**src/rtl/pie_pkg.sv**
```systemverilog
// Shared types and constants for the postfix integer evaluator.
// Holds character codes, status codes, cell and FSM encodings and ALU bundles.
// No dependencies.
package pie_pkg;

    localparam int WORD_W  = 32;               // stack entry width
    localparam int ACC_W   = 31;               // number accumulator, saturates at 2^31-1
    localparam int DEPTH_W = 5;                // width of the depth field
    localparam int STEP_W  = $clog2(WORD_W);   // iteration counter of the mul/div unit

    typedef logic [WORD_W-1:0] word_t;

    localparam logic [ACC_W-1:0] NUM_MAX = '1;

    // character codes
    localparam logic [7:0] CH_ZERO  = 8'h30;
    localparam logic [7:0] CH_NINE  = 8'h39;
    localparam logic [7:0] CH_SPACE = 8'h20;
    localparam logic [7:0] CH_PLUS  = 8'h2B;
    localparam logic [7:0] CH_MINUS = 8'h2D;
    localparam logic [7:0] CH_STAR  = 8'h2A;
    localparam logic [7:0] CH_SLASH = 8'h2F;

    typedef enum logic [1:0] {
        STAT_OK    = 2'd0,
        STAT_UNDER = 2'd1,
        STAT_OVER  = 2'd2,
        STAT_DIV0  = 2'd3
    } status_t;

    // per-cell move: keep, take from the cell above (push), take from below (pop)
    typedef enum logic [1:0] {
        CELL_HOLD       = 2'd0,
        CELL_SHIFT_DOWN = 2'd1,
        CELL_SHIFT_UP   = 2'd2
    } cell_op_t;

    typedef enum logic {
        FSM_IDLE   = 1'b0,
        FSM_MULDIV = 1'b1
    } fsm_t;

    typedef struct packed {
        logic start;
        logic is_div;
    } alu_req_t;

    typedef struct packed {
        logic  done;
        word_t result;
    } alu_rsp_t;

endpackage

```
**src/rtl/pie_cell.sv**
```systemverilog
// One entry of the shift-register operand stack.
// Depends on pie_pkg (word_t, cell_op_t).
module pie_cell
    import pie_pkg::*;
(
    input  logic     clk,
    input  cell_op_t op,
    input  word_t    above,
    input  word_t    below,
    output word_t    value
);

    word_t value_reg;
    word_t value_next;

    always_comb
    begin
        unique case (op)
            CELL_SHIFT_DOWN: value_next = above;
            CELL_SHIFT_UP:   value_next = below;
            default:         value_next = value_reg;
        endcase
    end

    always_ff @(posedge clk)
    begin
        value_reg <= value_next;
    end

    assign value = value_reg;

endmodule

```
**src/rtl/pie_alu.sv**
```systemverilog
// Iterative multiply / signed divide unit, one bit per cycle.
// Multiply keeps the low word; divide truncates toward zero, divisor non-zero.
// Depends on pie_pkg.
module pie_alu
    import pie_pkg::*;
(
    input  logic     clk,
    input  logic     rst_n,
    input  alu_req_t req,
    input  word_t    a,
    input  word_t    b,
    output alu_rsp_t rsp
);

    logic              busy_reg, busy_next;
    logic              done_reg, done_next;
    logic [STEP_W-1:0] step_reg, step_next;
    logic              is_div_reg, is_div_next;
    logic              neg_reg, neg_next;
    word_t             x_reg, x_next;     // dividend/quotient or multiplier
    word_t             y_reg, y_next;     // divisor or multiplicand
    logic [WORD_W:0]   acc_reg, acc_next; // remainder or product

    word_t           a_mag;
    word_t           b_mag;
    logic [WORD_W:0] rem_sh;
    logic [WORD_W:0] diff;
    word_t           psum;

    assign a_mag  = a[WORD_W-1] ? (~a + word_t'(1)) : a;
    assign b_mag  = b[WORD_W-1] ? (~b + word_t'(1)) : b;
    assign rem_sh = {acc_reg[WORD_W-1:0], x_reg[WORD_W-1]};
    assign diff   = rem_sh - {1'b0, y_reg};
    assign psum   = acc_reg[WORD_W-1:0] + y_reg;

    always_comb
    begin
        busy_next   = busy_reg;
        done_next   = done_reg;
        step_next   = step_reg;
        is_div_next = is_div_reg;
        neg_next    = neg_reg;
        x_next      = x_reg;
        y_next      = y_reg;
        acc_next    = acc_reg;
        if (req.start)
        begin
            busy_next   = 1'b1;
            done_next   = 1'b0;
            step_next   = '0;
            is_div_next = req.is_div;
            neg_next    = a[WORD_W-1] ^ b[WORD_W-1];
            acc_next    = '0;
            if (req.is_div)
            begin
                x_next = a_mag;
                y_next = b_mag;
            end
            else
            begin
                x_next = b;
                y_next = a;
            end
        end
        else if (busy_reg)
        begin
            if (is_div_reg)
            begin
                if (!diff[WORD_W])
                begin
                    acc_next = diff;
                    x_next   = {x_reg[WORD_W-2:0], 1'b1};
                end
                else
                begin
                    acc_next = rem_sh;
                    x_next   = {x_reg[WORD_W-2:0], 1'b0};
                end
            end
            else
            begin
                if (x_reg[0])
                begin
                    acc_next = {1'b0, psum};
                end
                x_next = {1'b0, x_reg[WORD_W-1:1]};
                y_next = {y_reg[WORD_W-2:0], 1'b0};
            end
            step_next = step_reg + STEP_W'(1);
            if (step_reg == STEP_W'(WORD_W - 1))
            begin
                busy_next = 1'b0;
                done_next = 1'b1;
            end
        end
    end

    always_ff @(posedge clk or negedge rst_n)
    begin
        if (!rst_n)
        begin
            busy_reg <= 1'b0;
            done_reg <= 1'b0;
            step_reg <= '0;
        end
        else
        begin
            busy_reg <= busy_next;
            done_reg <= done_next;
            step_reg <= step_next;
        end
    end

    always_ff @(posedge clk)
    begin
        is_div_reg <= is_div_next;
        neg_reg    <= neg_next;
        x_reg      <= x_next;
        y_reg      <= y_next;
        acc_reg    <= acc_next;
    end

    assign rsp.done   = done_reg;
    assign rsp.result = !is_div_reg ? acc_reg[WORD_W-1:0]
                      : (neg_reg ? (~x_reg + word_t'(1)) : x_reg);

endmodule

```
**src/rtl/postfix_integer_evaluator.sv**
```systemverilog
// Postfix (reverse Polish) integer evaluator, top level.
// Depends on pie_pkg, pie_cell (stack entries) and pie_alu (mul/div unit).
//
// Usage
//   Input channel  : in_valid / in_stall carry one beat per character, ch plus
//                    start_req (clears stack and pending number first).
//   Output channel : out_valid / out_stall carry one beat per character:
//                    top_value, depth and status (ok, underflow, overflow,
//                    divide by zero).
//   Sequencing     : digits, spaces, + and -, other characters and any error
//                    case load their beat into the output register on
//                    acceptance; a new character may follow in the very next
//                    cycle unless out_stall holds that beat. * and / run 32
//                    iterations of the shared shift-add / restoring-divide
//                    unit before the result beat; no input is taken meanwhile.
//   Stack          : a row of STACK_DEPTH cells, top in cell 0; a push shifts
//                    every cell down by one, a binary operator shifts up by one
//                    and drops its answer into cell 0.
//   Stall          : one output register; while it holds an untaken beat and
//                    out_stall is high, in_stall is raised. A finished mul/div
//                    waits in the unit until the register frees up.
//   Reset          : rst_n (async, active low) empties the stack, clears the
//                    pending number and drops any output beat.
module postfix_integer_evaluator
    import pie_pkg::*;
#(
    parameter int STACK_DEPTH = 16
)
(
    input  logic                     clk,
    input  logic                     rst_n,
    input  logic                     in_valid,
    output logic                     in_stall,
    input  logic [7:0]               ch,
    input  logic                     start_req,
    output logic                     out_valid,
    input  logic                     out_stall,
    output logic signed [WORD_W-1:0] top_value,
    output logic [DEPTH_W-1:0]       depth,
    output logic [1:0]               status
);

    localparam int CNT_W = $clog2(STACK_DEPTH + 1);

    fsm_t             state_reg, state_next;
    logic [CNT_W-1:0] cnt_reg, cnt_next;
    logic [ACC_W-1:0] acc_reg, acc_next;
    logic             dig_reg, dig_next;

    logic               out_valid_reg, out_valid_next;
    word_t              top_reg, top_next;
    logic [DEPTH_W-1:0] depth_reg, depth_next;
    status_t            status_reg, status_next;

    word_t    cell_q [STACK_DEPTH];
    cell_op_t op_top;
    cell_op_t op_rest;
    word_t    top_in;

    alu_req_t alu_req;
    alu_rsp_t alu_rsp;

    logic             accept;
    logic             slot_free;
    logic             load_out;
    logic [CNT_W-1:0] eff_cnt;
    logic [ACC_W-1:0] eff_acc;
    logic             eff_dig;
    logic             is_digit;
    logic [3:0]       digit;
    logic [ACC_W+3:0] acc_x10;
    logic [ACC_W-1:0] acc_sat;
    word_t            top_now;
    word_t            op_a;
    word_t            op_b;

    // ---- operand stack: chain of cells ----
    for (genvar i = 0; i < STACK_DEPTH; i++)
    begin : g_cell
        word_t    above;
        word_t    below;
        cell_op_t op;

        if (i == 0)
        begin : g_head
            assign above = top_in;
            assign op    = op_top;
        end
        else
        begin : g_body
            assign above = cell_q[i-1];
            assign op    = op_rest;
        end

        if (i == STACK_DEPTH - 1)
        begin : g_tail
            assign below = cell_q[i];
        end
        else
        begin : g_link
            assign below = cell_q[i+1];
        end

        pie_cell u_cell (
            .clk   (clk),
            .op    (op),
            .above (above),
            .below (below),
            .value (cell_q[i])
        );
    end

    pie_alu u_alu (
        .clk   (clk),
        .rst_n (rst_n),
        .req   (alu_req),
        .a     (op_a),
        .b     (op_b),
        .rsp   (alu_rsp)
    );

    // a is second from top, b is top
    assign op_a = cell_q[1];
    assign op_b = cell_q[0];

    // ---- handshake ----
    assign slot_free = !out_valid_reg || !out_stall;
    assign in_stall  = (state_reg != FSM_IDLE) || !slot_free;
    assign accept    = in_valid && !in_stall;

    // start_req clears before the character is handled
    assign eff_cnt = start_req ? '0 : cnt_reg;
    assign eff_acc = start_req ? '0 : acc_reg;
    assign eff_dig = start_req ? 1'b0 : dig_reg;
    assign top_now = (eff_cnt != '0) ? cell_q[0] : '0;

    // acc * 10 + digit, saturating
    assign is_digit = (ch >= CH_ZERO) && (ch <= CH_NINE);
    assign digit    = 4'(ch - CH_ZERO);
    assign acc_x10  = ({4'b0, eff_acc} << 3) + ({4'b0, eff_acc} << 1)
                    + (ACC_W + 4)'(digit);
    assign acc_sat  = (acc_x10 > (ACC_W + 4)'(NUM_MAX)) ? NUM_MAX : acc_x10[ACC_W-1:0];

    always_comb
    begin
        state_next  = state_reg;
        cnt_next    = cnt_reg;
        acc_next    = acc_reg;
        dig_next    = dig_reg;
        op_top      = CELL_HOLD;
        op_rest     = CELL_HOLD;
        top_in      = {1'b0, eff_acc};
        alu_req     = '0;
        load_out    = 1'b0;
        top_next    = top_now;
        status_next = STAT_OK;

        unique case (state_reg)
            FSM_IDLE:
            begin
                if (accept)
                begin
                    cnt_next = eff_cnt;
                    acc_next = eff_acc;
                    dig_next = eff_dig;
                    load_out = 1'b1;
                    priority if (is_digit)
                    begin
                        acc_next = acc_sat;
                        dig_next = 1'b1;
                    end
                    else if (ch == CH_SPACE)
                    begin
                        if (eff_dig)
                        begin
                            if (eff_cnt != CNT_W'(STACK_DEPTH))
                            begin
                                op_top   = CELL_SHIFT_DOWN;
                                op_rest  = CELL_SHIFT_DOWN;
                                cnt_next = eff_cnt + CNT_W'(1);
                                top_next = {1'b0, eff_acc};
                            end
                            else
                            begin
                                status_next = STAT_OVER;
                            end
                            acc_next = '0;
                            dig_next = 1'b0;
                        end
                    end
                    else if ((ch == CH_PLUS) || (ch == CH_MINUS) ||
                             (ch == CH_STAR) || (ch == CH_SLASH))
                    begin
                        if (eff_cnt < CNT_W'(2))
                        begin
                            status_next = STAT_UNDER;
                        end
                        else if ((ch != CH_SLASH) || (op_b != '0))
                        begin
                            if ((ch == CH_PLUS) || (ch == CH_MINUS))
                            begin
                                top_in   = (ch == CH_PLUS) ? (op_a + op_b) : (op_a - op_b);
                                op_top   = CELL_SHIFT_DOWN;
                                op_rest  = CELL_SHIFT_UP;
                                cnt_next = eff_cnt - CNT_W'(1);
                                top_next = top_in;
                            end
                            else
                            begin
                                // multi-cycle: result beat comes from FSM_MULDIV
                                alu_req.start  = 1'b1;
                                alu_req.is_div = (ch == CH_SLASH);
                                load_out       = 1'b0;
                                state_next     = FSM_MULDIV;
                            end
                        end
                        else
                        begin
                            // divide by zero: pop both, push 0
                            top_in      = '0;
                            op_top      = CELL_SHIFT_DOWN;
                            op_rest     = CELL_SHIFT_UP;
                            cnt_next    = eff_cnt - CNT_W'(1);
                            top_next    = '0;
                            status_next = STAT_DIV0;
                        end
                    end
                    else
                    begin
                        // anything else leaves the state alone
                    end
                end
            end
            FSM_MULDIV:
            begin
                if (alu_rsp.done && slot_free)
                begin
                    top_in     = alu_rsp.result;
                    op_top     = CELL_SHIFT_DOWN;
                    op_rest    = CELL_SHIFT_UP;
                    cnt_next   = cnt_reg - CNT_W'(1);
                    top_next   = alu_rsp.result;
                    load_out   = 1'b1;
                    state_next = FSM_IDLE;
                end
            end
            default:
            begin
                state_next = FSM_IDLE;
            end
        endcase

        depth_next     = DEPTH_W'(cnt_next);
        out_valid_next = load_out || (out_valid_reg && out_stall);
    end

    always_ff @(posedge clk or negedge rst_n)
    begin
        if (!rst_n)
        begin
            state_reg     <= FSM_IDLE;
            cnt_reg       <= '0;
            acc_reg       <= '0;
            dig_reg       <= 1'b0;
            out_valid_reg <= 1'b0;
        end
        else
        begin
            state_reg     <= state_next;
            cnt_reg       <= cnt_next;
            acc_reg       <= acc_next;
            dig_reg       <= dig_next;
            out_valid_reg <= out_valid_next;
        end
    end

    // output payload, loaded only with a fresh beat
    always_ff @(posedge clk)
    begin
        if (load_out)
        begin
            top_reg    <= top_next;
            depth_reg  <= depth_next;
            status_reg <= status_next;
        end
    end

    assign out_valid = out_valid_reg;
    assign top_value = top_reg;
    assign depth     = depth_reg;
    assign status    = status_reg;

endmodule
```
**config.mk**
```make
export PLATFORM = sky130hd
export DESIGN_NAME = postfix_integer_evaluator
export DESIGN_NICKNAME = d
export VERILOG_FILES = /design/src/rtl/pie_pkg.sv /design/src/rtl/pie_cell.sv /design/src/rtl/pie_alu.sv /design/src/rtl/postfix_integer_evaluator.sv
export SDC_FILE = /design/constraint.sdc
export NUM_CORES = 2
export LEC_CHECK = 0
export BUFFER_PORTS_ARGS = -buffer_cell sky130_fd_sc_hd__buf_2
export CAP_MARGIN = 40
export CORE_ASPECT_RATIO = 2
export CORE_UTILIZATION = 30
export CTS_CLUSTER_DIAMETER = 50
export DETAILED_ROUTE_END_ITERATION = 10
export HOLD_SLACK_MARGIN = 0.08
export PLACE_DENSITY = 0.54
export SYNTH_ARGS = -nofsm -noshare
export SYNTH_HDL_FRONTEND = slang
export SYNTH_SLANG_ARGS = --single-unit
```
**constraint.sdc**
```tcl
create_clock -name clk -period 13.65 [get_ports clk]
set_clock_uncertainty 0.15 [all_clocks]
set_input_delay 1.365 -clock clk [delete_from_list [all_inputs] [get_ports clk]]
set_output_delay 1.365 -clock clk [all_outputs]
set_load 0.01 [all_outputs]
```
# Yosys cells after proc, flatten, opt, wreduce, memory -nomap -nowiden
# Cells that the tools add are included.
# W data, S select, Z words.
dict set report classes {
  bitwise_logic 6
  n_addsub 14
  n_reduce_logical 27
  n_lt_le_gt_ge 4
  n_eq_ne 13
  muxes 133
}
# op count
set op_table {}
lappend op_table {{$mux W32} 35}
lappend op_table {{$pmux W32 S2} 17}
lappend op_table {{$mux W31} 5}
lappend op_table {{$add A32 B1 Y32 const B} 3}
lappend op_table {{$not A32 Y32} 3}
lappend op_table {{$mux W5} 13}
lappend op_table {{$add A32 B32 Y32} 2}
lappend op_table {{$mux W2} 28}
lappend op_table {{$eq A8 B6 Y1 const B} 5}
lappend op_table {{$add A34 B32 Y35} 1}
lappend op_table {{$add A35 B4 Y35} 1}
lappend op_table {{$gt A35 B31 Y1 const B} 1}
lappend op_table {{$sub A33 B32 Y33} 1}
lappend op_table {{$reduce_bool A32 Y1} 1}
lappend op_table {{$sub A32 B32 Y32} 1}
lappend op_table {{$mux W1} 30}
lappend op_table {{$add A5 B1 Y5 const B} 2}
lappend op_table {{$pmux W5 S2} 1}
lappend op_table {{$reduce_bool A2 Y1} 5}
lappend op_table {{$sub A5 B1 Y5 const B} 2}
lappend op_table {{$ge A8 B6 Y1 const B} 1}
lappend op_table {{$le A8 B6 Y1 const B} 1}
lappend op_table {{$ne A8 B6 Y1 const B} 1}
lappend op_table {{$pmux W2 S2} 2}
lappend op_table {{other kinds (16)} 35}
dict set report word_totals {
  word_cells 229
  output_inout_bits 41
  regBits 695
  input_bits 13
}

# Logic depth before layout (Yosys ltp)
dict set report depth {
  word_depth 12
  mapped_depth 20
  ltp_nobuf 20
}

# Cells and area by module
# A second synthesis with hierarchy kept.
dict set report hier_totals {
  hier_cells 4059
  area_unflattened_um2 46557.2
}
# module seq_area_each_um2 area_per_inst_um2 cells_per_inst n_inst
set by_module_without_submodules {}
lappend by_module_without_submodules {pie_cell 960.9 1525.2 71 16}
lappend by_module_without_submodules {pie_alu 2797.7 11209.5 1417 1}
lappend by_module_without_submodules {postfix_integer_evaluator 2147.1 10944.2 1506 1}

# Worst setup path after synthesis
# OpenSTA, ideal clock, no wires.
dict set report synth_timing {
  path_kind {input to register}
  start {in start_req}
  end {reg g_cell[10].u_cell.value_reg[0], enable pin}
  stages 11
  setup_ns 0.797
  path_buffers 3
  t_arrival_ns 12.365
  required_time_ns 12.703
  path_slack_ns 0.338
  cell_sequence {clkbuf_1 inv_1 buf_2 nand2_1 ha_1 a311oi_1 nand2_1 nor2_1 clkbuf_1 ha_1 inv_1}
}
dict set report synth_via {
  elab_chain_len 10
  elab_cells_between_ends 15
  classes_between {1 x order compare; 3 x eq/ne; 10 x mux; 1 x reduce/logical}
}
# item line
set synth_rtl {}
lappend synth_rtl {{start, declared} postfix_integer_evaluator.sv:35} ;# input logic start_req,
lappend synth_rtl {{$mux W5} postfix_integer_evaluator.sv:132} ;# assign eff_cnt = start_req ? '0 : cnt_reg;
lappend synth_rtl {{$lt A5 B2 Y1 or $ne A5 B5 Y1 (tied branches)} {postfix_integer_evaluator.sv:194, postfix_integer_evaluator.sv:176}}
lappend synth_rtl {{$mux W2 or $mux W1 (tied branches)} {postfix_integer_evaluator.sv:194, postfix_integer_evaluator.sv:176}}
lappend synth_rtl {{$mux W2 or $mux W1 (tied branches)} {postfix_integer_evaluator.sv:191, postfix_integer_evaluator.sv:174}}
lappend synth_rtl {{$mux W2 *} postfix_integer_evaluator.sv:172} ;# else if (ch == CH_SPACE)
lappend synth_rtl {{$mux W2 *} postfix_integer_evaluator.sv:167} ;# priority if (is_digit)
lappend synth_rtl {{$mux W2 *} postfix_integer_evaluator.sv:161} ;# if (accept)
lappend synth_rtl {{$pmux W2 S2 *} postfix_integer_evaluator.sv:158} ;# unique case (state_reg)
lappend synth_rtl {{$eq A2 B1 Y1 or $eq A2 B2 Y1 (tied branches)} --}
lappend synth_rtl {{$reduce_bool A2 Y1 (no line) *} --}
lappend synth_rtl {{end signal, assigned} pie_cell.sv:27} ;# value_reg <= value_next;
lappend synth_rtl {{end, declared} pie_cell.sv:13} ;# word_t value_reg;
# Every way passes the cells marked *; elsewhere a longest branch is shown, timed or not.
# A chain may end at the register's enable or synchronous reset.

# Final worst setup path
dict set report layout_timing {
  start {in ch[6]}
  end {reg g_cell[7].u_cell.value_reg[22] (data pin)}
}
dict set report layout_via {
  elab_chain_len 12
  elab_cells_between_ends 24
  classes_between {2 x order compare; 8 x eq/ne; 9 x mux; 5 x reduce/logical}
}
# item line
set layout_rtl {}
lappend layout_rtl {{start, declared} postfix_integer_evaluator.sv:34} ;# input logic [7:0] ch,
lappend layout_rtl {{$eq A8 B6 Y1} {postfix_integer_evaluator.sv:191, postfix_integer_evaluator.sv:200}}
lappend layout_rtl {{$logic_or A1 B1 Y1} {postfix_integer_evaluator.sv:191, postfix_integer_evaluator.sv:200}}
lappend layout_rtl {{$mux W2} postfix_integer_evaluator.sv:200} ;# if ((ch == CH_PLUS) || (ch == CH_MINUS))
lappend layout_rtl {{$mux W2} postfix_integer_evaluator.sv:198} ;# else if ((ch != CH_SLASH) || (op_b != '0))
lappend layout_rtl {{$mux W2} postfix_integer_evaluator.sv:194} ;# if (eff_cnt < CNT_W'(2))
lappend layout_rtl {{$mux W2} postfix_integer_evaluator.sv:191} ;# else if ((ch == CH_PLUS) || (ch == CH_MINUS) ||
lappend layout_rtl {{$mux W2} postfix_integer_evaluator.sv:172}
lappend layout_rtl {{$mux W2 *} postfix_integer_evaluator.sv:167}
lappend layout_rtl {{$mux W2 *} postfix_integer_evaluator.sv:161}
lappend layout_rtl {{$pmux W2 S2 *} postfix_integer_evaluator.sv:158}
lappend layout_rtl {{$eq A2 B2 Y1 or $eq A2 B1 Y1 (tied branches)} --}
lappend layout_rtl {{$pmux W32 S2 *} pie_cell.sv:18} ;# unique case (op)
lappend layout_rtl {{net g_cell[7].u_cell.value_next[22]} pie_cell.sv:14} ;# word_t value_next;
lappend layout_rtl {{end signal, assigned} pie_cell.sv:27}
lappend layout_rtl {{end, declared} pie_cell.sv:13}
# The timed path passes the listed nets; every way through them passes the cells marked *.

==> metrics.txt <==
PortBufs 53; top-level I/O count 54; total negative setup slack 0 ns; wire per inst 23.3 µm; first-pass GRT wire length 196000 µm; GRT Overall Usage 18.6%; Synth async-reset ratio 6.62%; largest net degree at the start of global routing 186; Cells after Synth 3757; post-synthesis net count 3946; Die Y 529 µm; Max Root-Sink Buffers 3; commonest non-fill, non-tap cell in the layout edfxtp_1; worst skew pair latency 0.65 ns; Core ar. 138000 µm²; Tcrit/Tclk final 50.6%; fraction of layout cells with a size suffix above 1 19.8%; number of setup buffers added after CTS 0; Vias/cell 5.34; Final GP Congestion 1.01; Worst Path Arrival 7.14 ns; post-layout min period 6.91 ns; top post-synthesis cells by area edfxtp_1 44%, mux2_2 12%, ha_1 5.2%; max reg flops 512; RSZ-0062 raised after global routing false; total CTS buffers 68; R2R setup slack 6.91 ns; Post-Synthesis Mean Instance Area 11.1 µm²; cts hold-fix bufs 0; Die W 266 µm; Pleak 16.6 nW; Worst VDD drop 0.000105 V; Max Slew Vio Count 0; DRT iter0 DRCs 2463; Post-Place Cells 5529; initial antenna violation count 5; run status finished clean; hpwl dp 96700 µm; post-synth top area share 44.4%; post_cts resized 0; gr ovfl total 0; cell area after synthesis 41700 µm²; CP max FO 69; slew margin rel. 26.5%; most frequent cells in the layout 617 x edfxtp_1, 448 x mux2_2, 302 x nand2_1; top_reg_cell synth edfxtp_1; number of H-tree levels 3; area delta synth->final 11.6%; Crit. End Element flip-flop; CTS tree built; Fill cells 13900; vias in the first global route 30400; Initial Util 30.2%; total power per unit cell area 121 nW/µm²; fin nets 3937; Least-Margin Pin Slew 1.10 ns; Synth Warn # 0; kind of critical path in2reg; Residual DRC 0; sequential fraction of the synthesis area 48.7%; post-route ant nets 0; final hold viol count 0; worst hold path type reg2reg; root buffer cell clkbuf_16; #FFs+latches synth 695; Pre-antenna DRT Iters 5; final WL 132000 µm; CTS Sinks 695; # rows 193; cell type with the largest total area after synthesis edfxtp_1; DIE AREA 141000 µm²; Final setup viols 0; total vias in the final route 30200; Netlist cell types 95; EDFF count, synth 617; Critical Path RT 13.89 ns; Max Cap Violations 0; Max Freq 0.145 GHz; Finished Layout Cells 5657; fin util 33.7%; Clock transition at path regs 0.07 ns; Startpoint Class primary input
## per-stage QoR
stage	hold WS (ns)	total power, mW	instance area (µm²)	worst slack (ns)
finish	0.294	5.64	46600	6.74
global route	0.309	5.93	46600	6.49
CTS	0.294	5.70	46500	6.91
detailed placement	0.281	3.75	44400	6.23
global placement	0.273	3.74	43900	6.18
floorplan	0.270	3.41	41700	0.338
## power by group
group / internal [mW] / switching [mW] / total, mW
Sequential: 2.37 / 0.124 / 2.50
Combinational: 0.497 / 0.730 / 1.23
Clock: 1.04 / 0.881 / 1.92
## critical path, cell delays in order
cell	delay, ns
buf_2	0.16
nor3b_1	0.57
nor4bb_1	0.77
nand2_1	0.65
nor2_1	0.23
buf_4	0.24
a21oi_2	0.24
inv_1	0.16
ha_4	0.65
buf_4	0.76
buf_4	0.45
buf_16	0.32
mux2_2	0.39
## logic make-up (layout without fill, tap and decap cells)
logic type	Yosys count	in the layout	share of synthesized area, %
and+or+nand+nor	822	822	9.45
xor gates and xnor gates	233	233	4.91
muxes	499	499	13.3
DFF	695	695	48.7
AOI/OAI and AO/OA	1007	1007	15.2
buffers and inverters	325	368	3.10
adders and majority gates	176	176	5.35
other	0	5	0
## final cells by class
class	instances	area [µm²]	area share, %
multi-input cells	2737	20200	43.3
clock inverters	41	383	0.822
diodes	5	12.5	0.0269
repair buffers	155	1190	2.56
flip-flops and latches	695	20300	43.6
well taps	1852	2320	4.98
inverters	91	350	0.752
clock buffers	81	1800	3.87
## cell usage after synthesis (20+ instances only)
cell type / n
edfxtp_1: 617
mux2_2: 448
nand2_1: 304
a21oi_1: 275
o21ai_0: 268
clkbuf_1: 184
nor2_1: 181
ha_1: 172
xor2_1: 124
xnor2_1: 108
inv_1: 89
nand3_1: 72
o211ai_1: 69
a21o_1: 63
a211oi_1: 52
mux2i_1: 51
nor2b_1: 49
dfrtp_1: 46
o31ai_1: 41
nor3_1: 40
dfxtp_1: 32
nand2b_1: 30
or3_1: 27
a221oi_1: 26
o21bai_1: 26
a31oi_1: 24
buf_2: 23
buf_1: 21
or4_1: 20
## metal layers
layer	wire length (µm)	GRT usage [%]	vias to the layer above	part of all wire (%)
met5	13	0	-	0.0098
met4	11500	14.6	2	8.7
met3	5890	2.68	376	4.5
met2	66800	33.0	887	51
met1	47900	19.7	14800	36
li1	-	-	14100	-
## worst paths after layout
check | startpoint | end | cells after the start
max in group asynchronous | rst_n | state_reg | 2
hold / removal | g_cell[14].u_cell.value[23] | g_cell[15].u_cell.value[23] | 0
min in group asynchronous | rst_n | acc_reg[10] | 2
setup reg to reg | g_cell[0].u_cell.value[0] | g_cell[7].u_cell.value[22] | 14
setup / recovery | ch[6] | g_cell[7].u_cell.value[22] | 13
hold reg to reg | g_cell[14].u_cell.value[23] | g_cell[15].u_cell.value[23] | 0
Note: power is estimated with default switching activity, not from simulation.
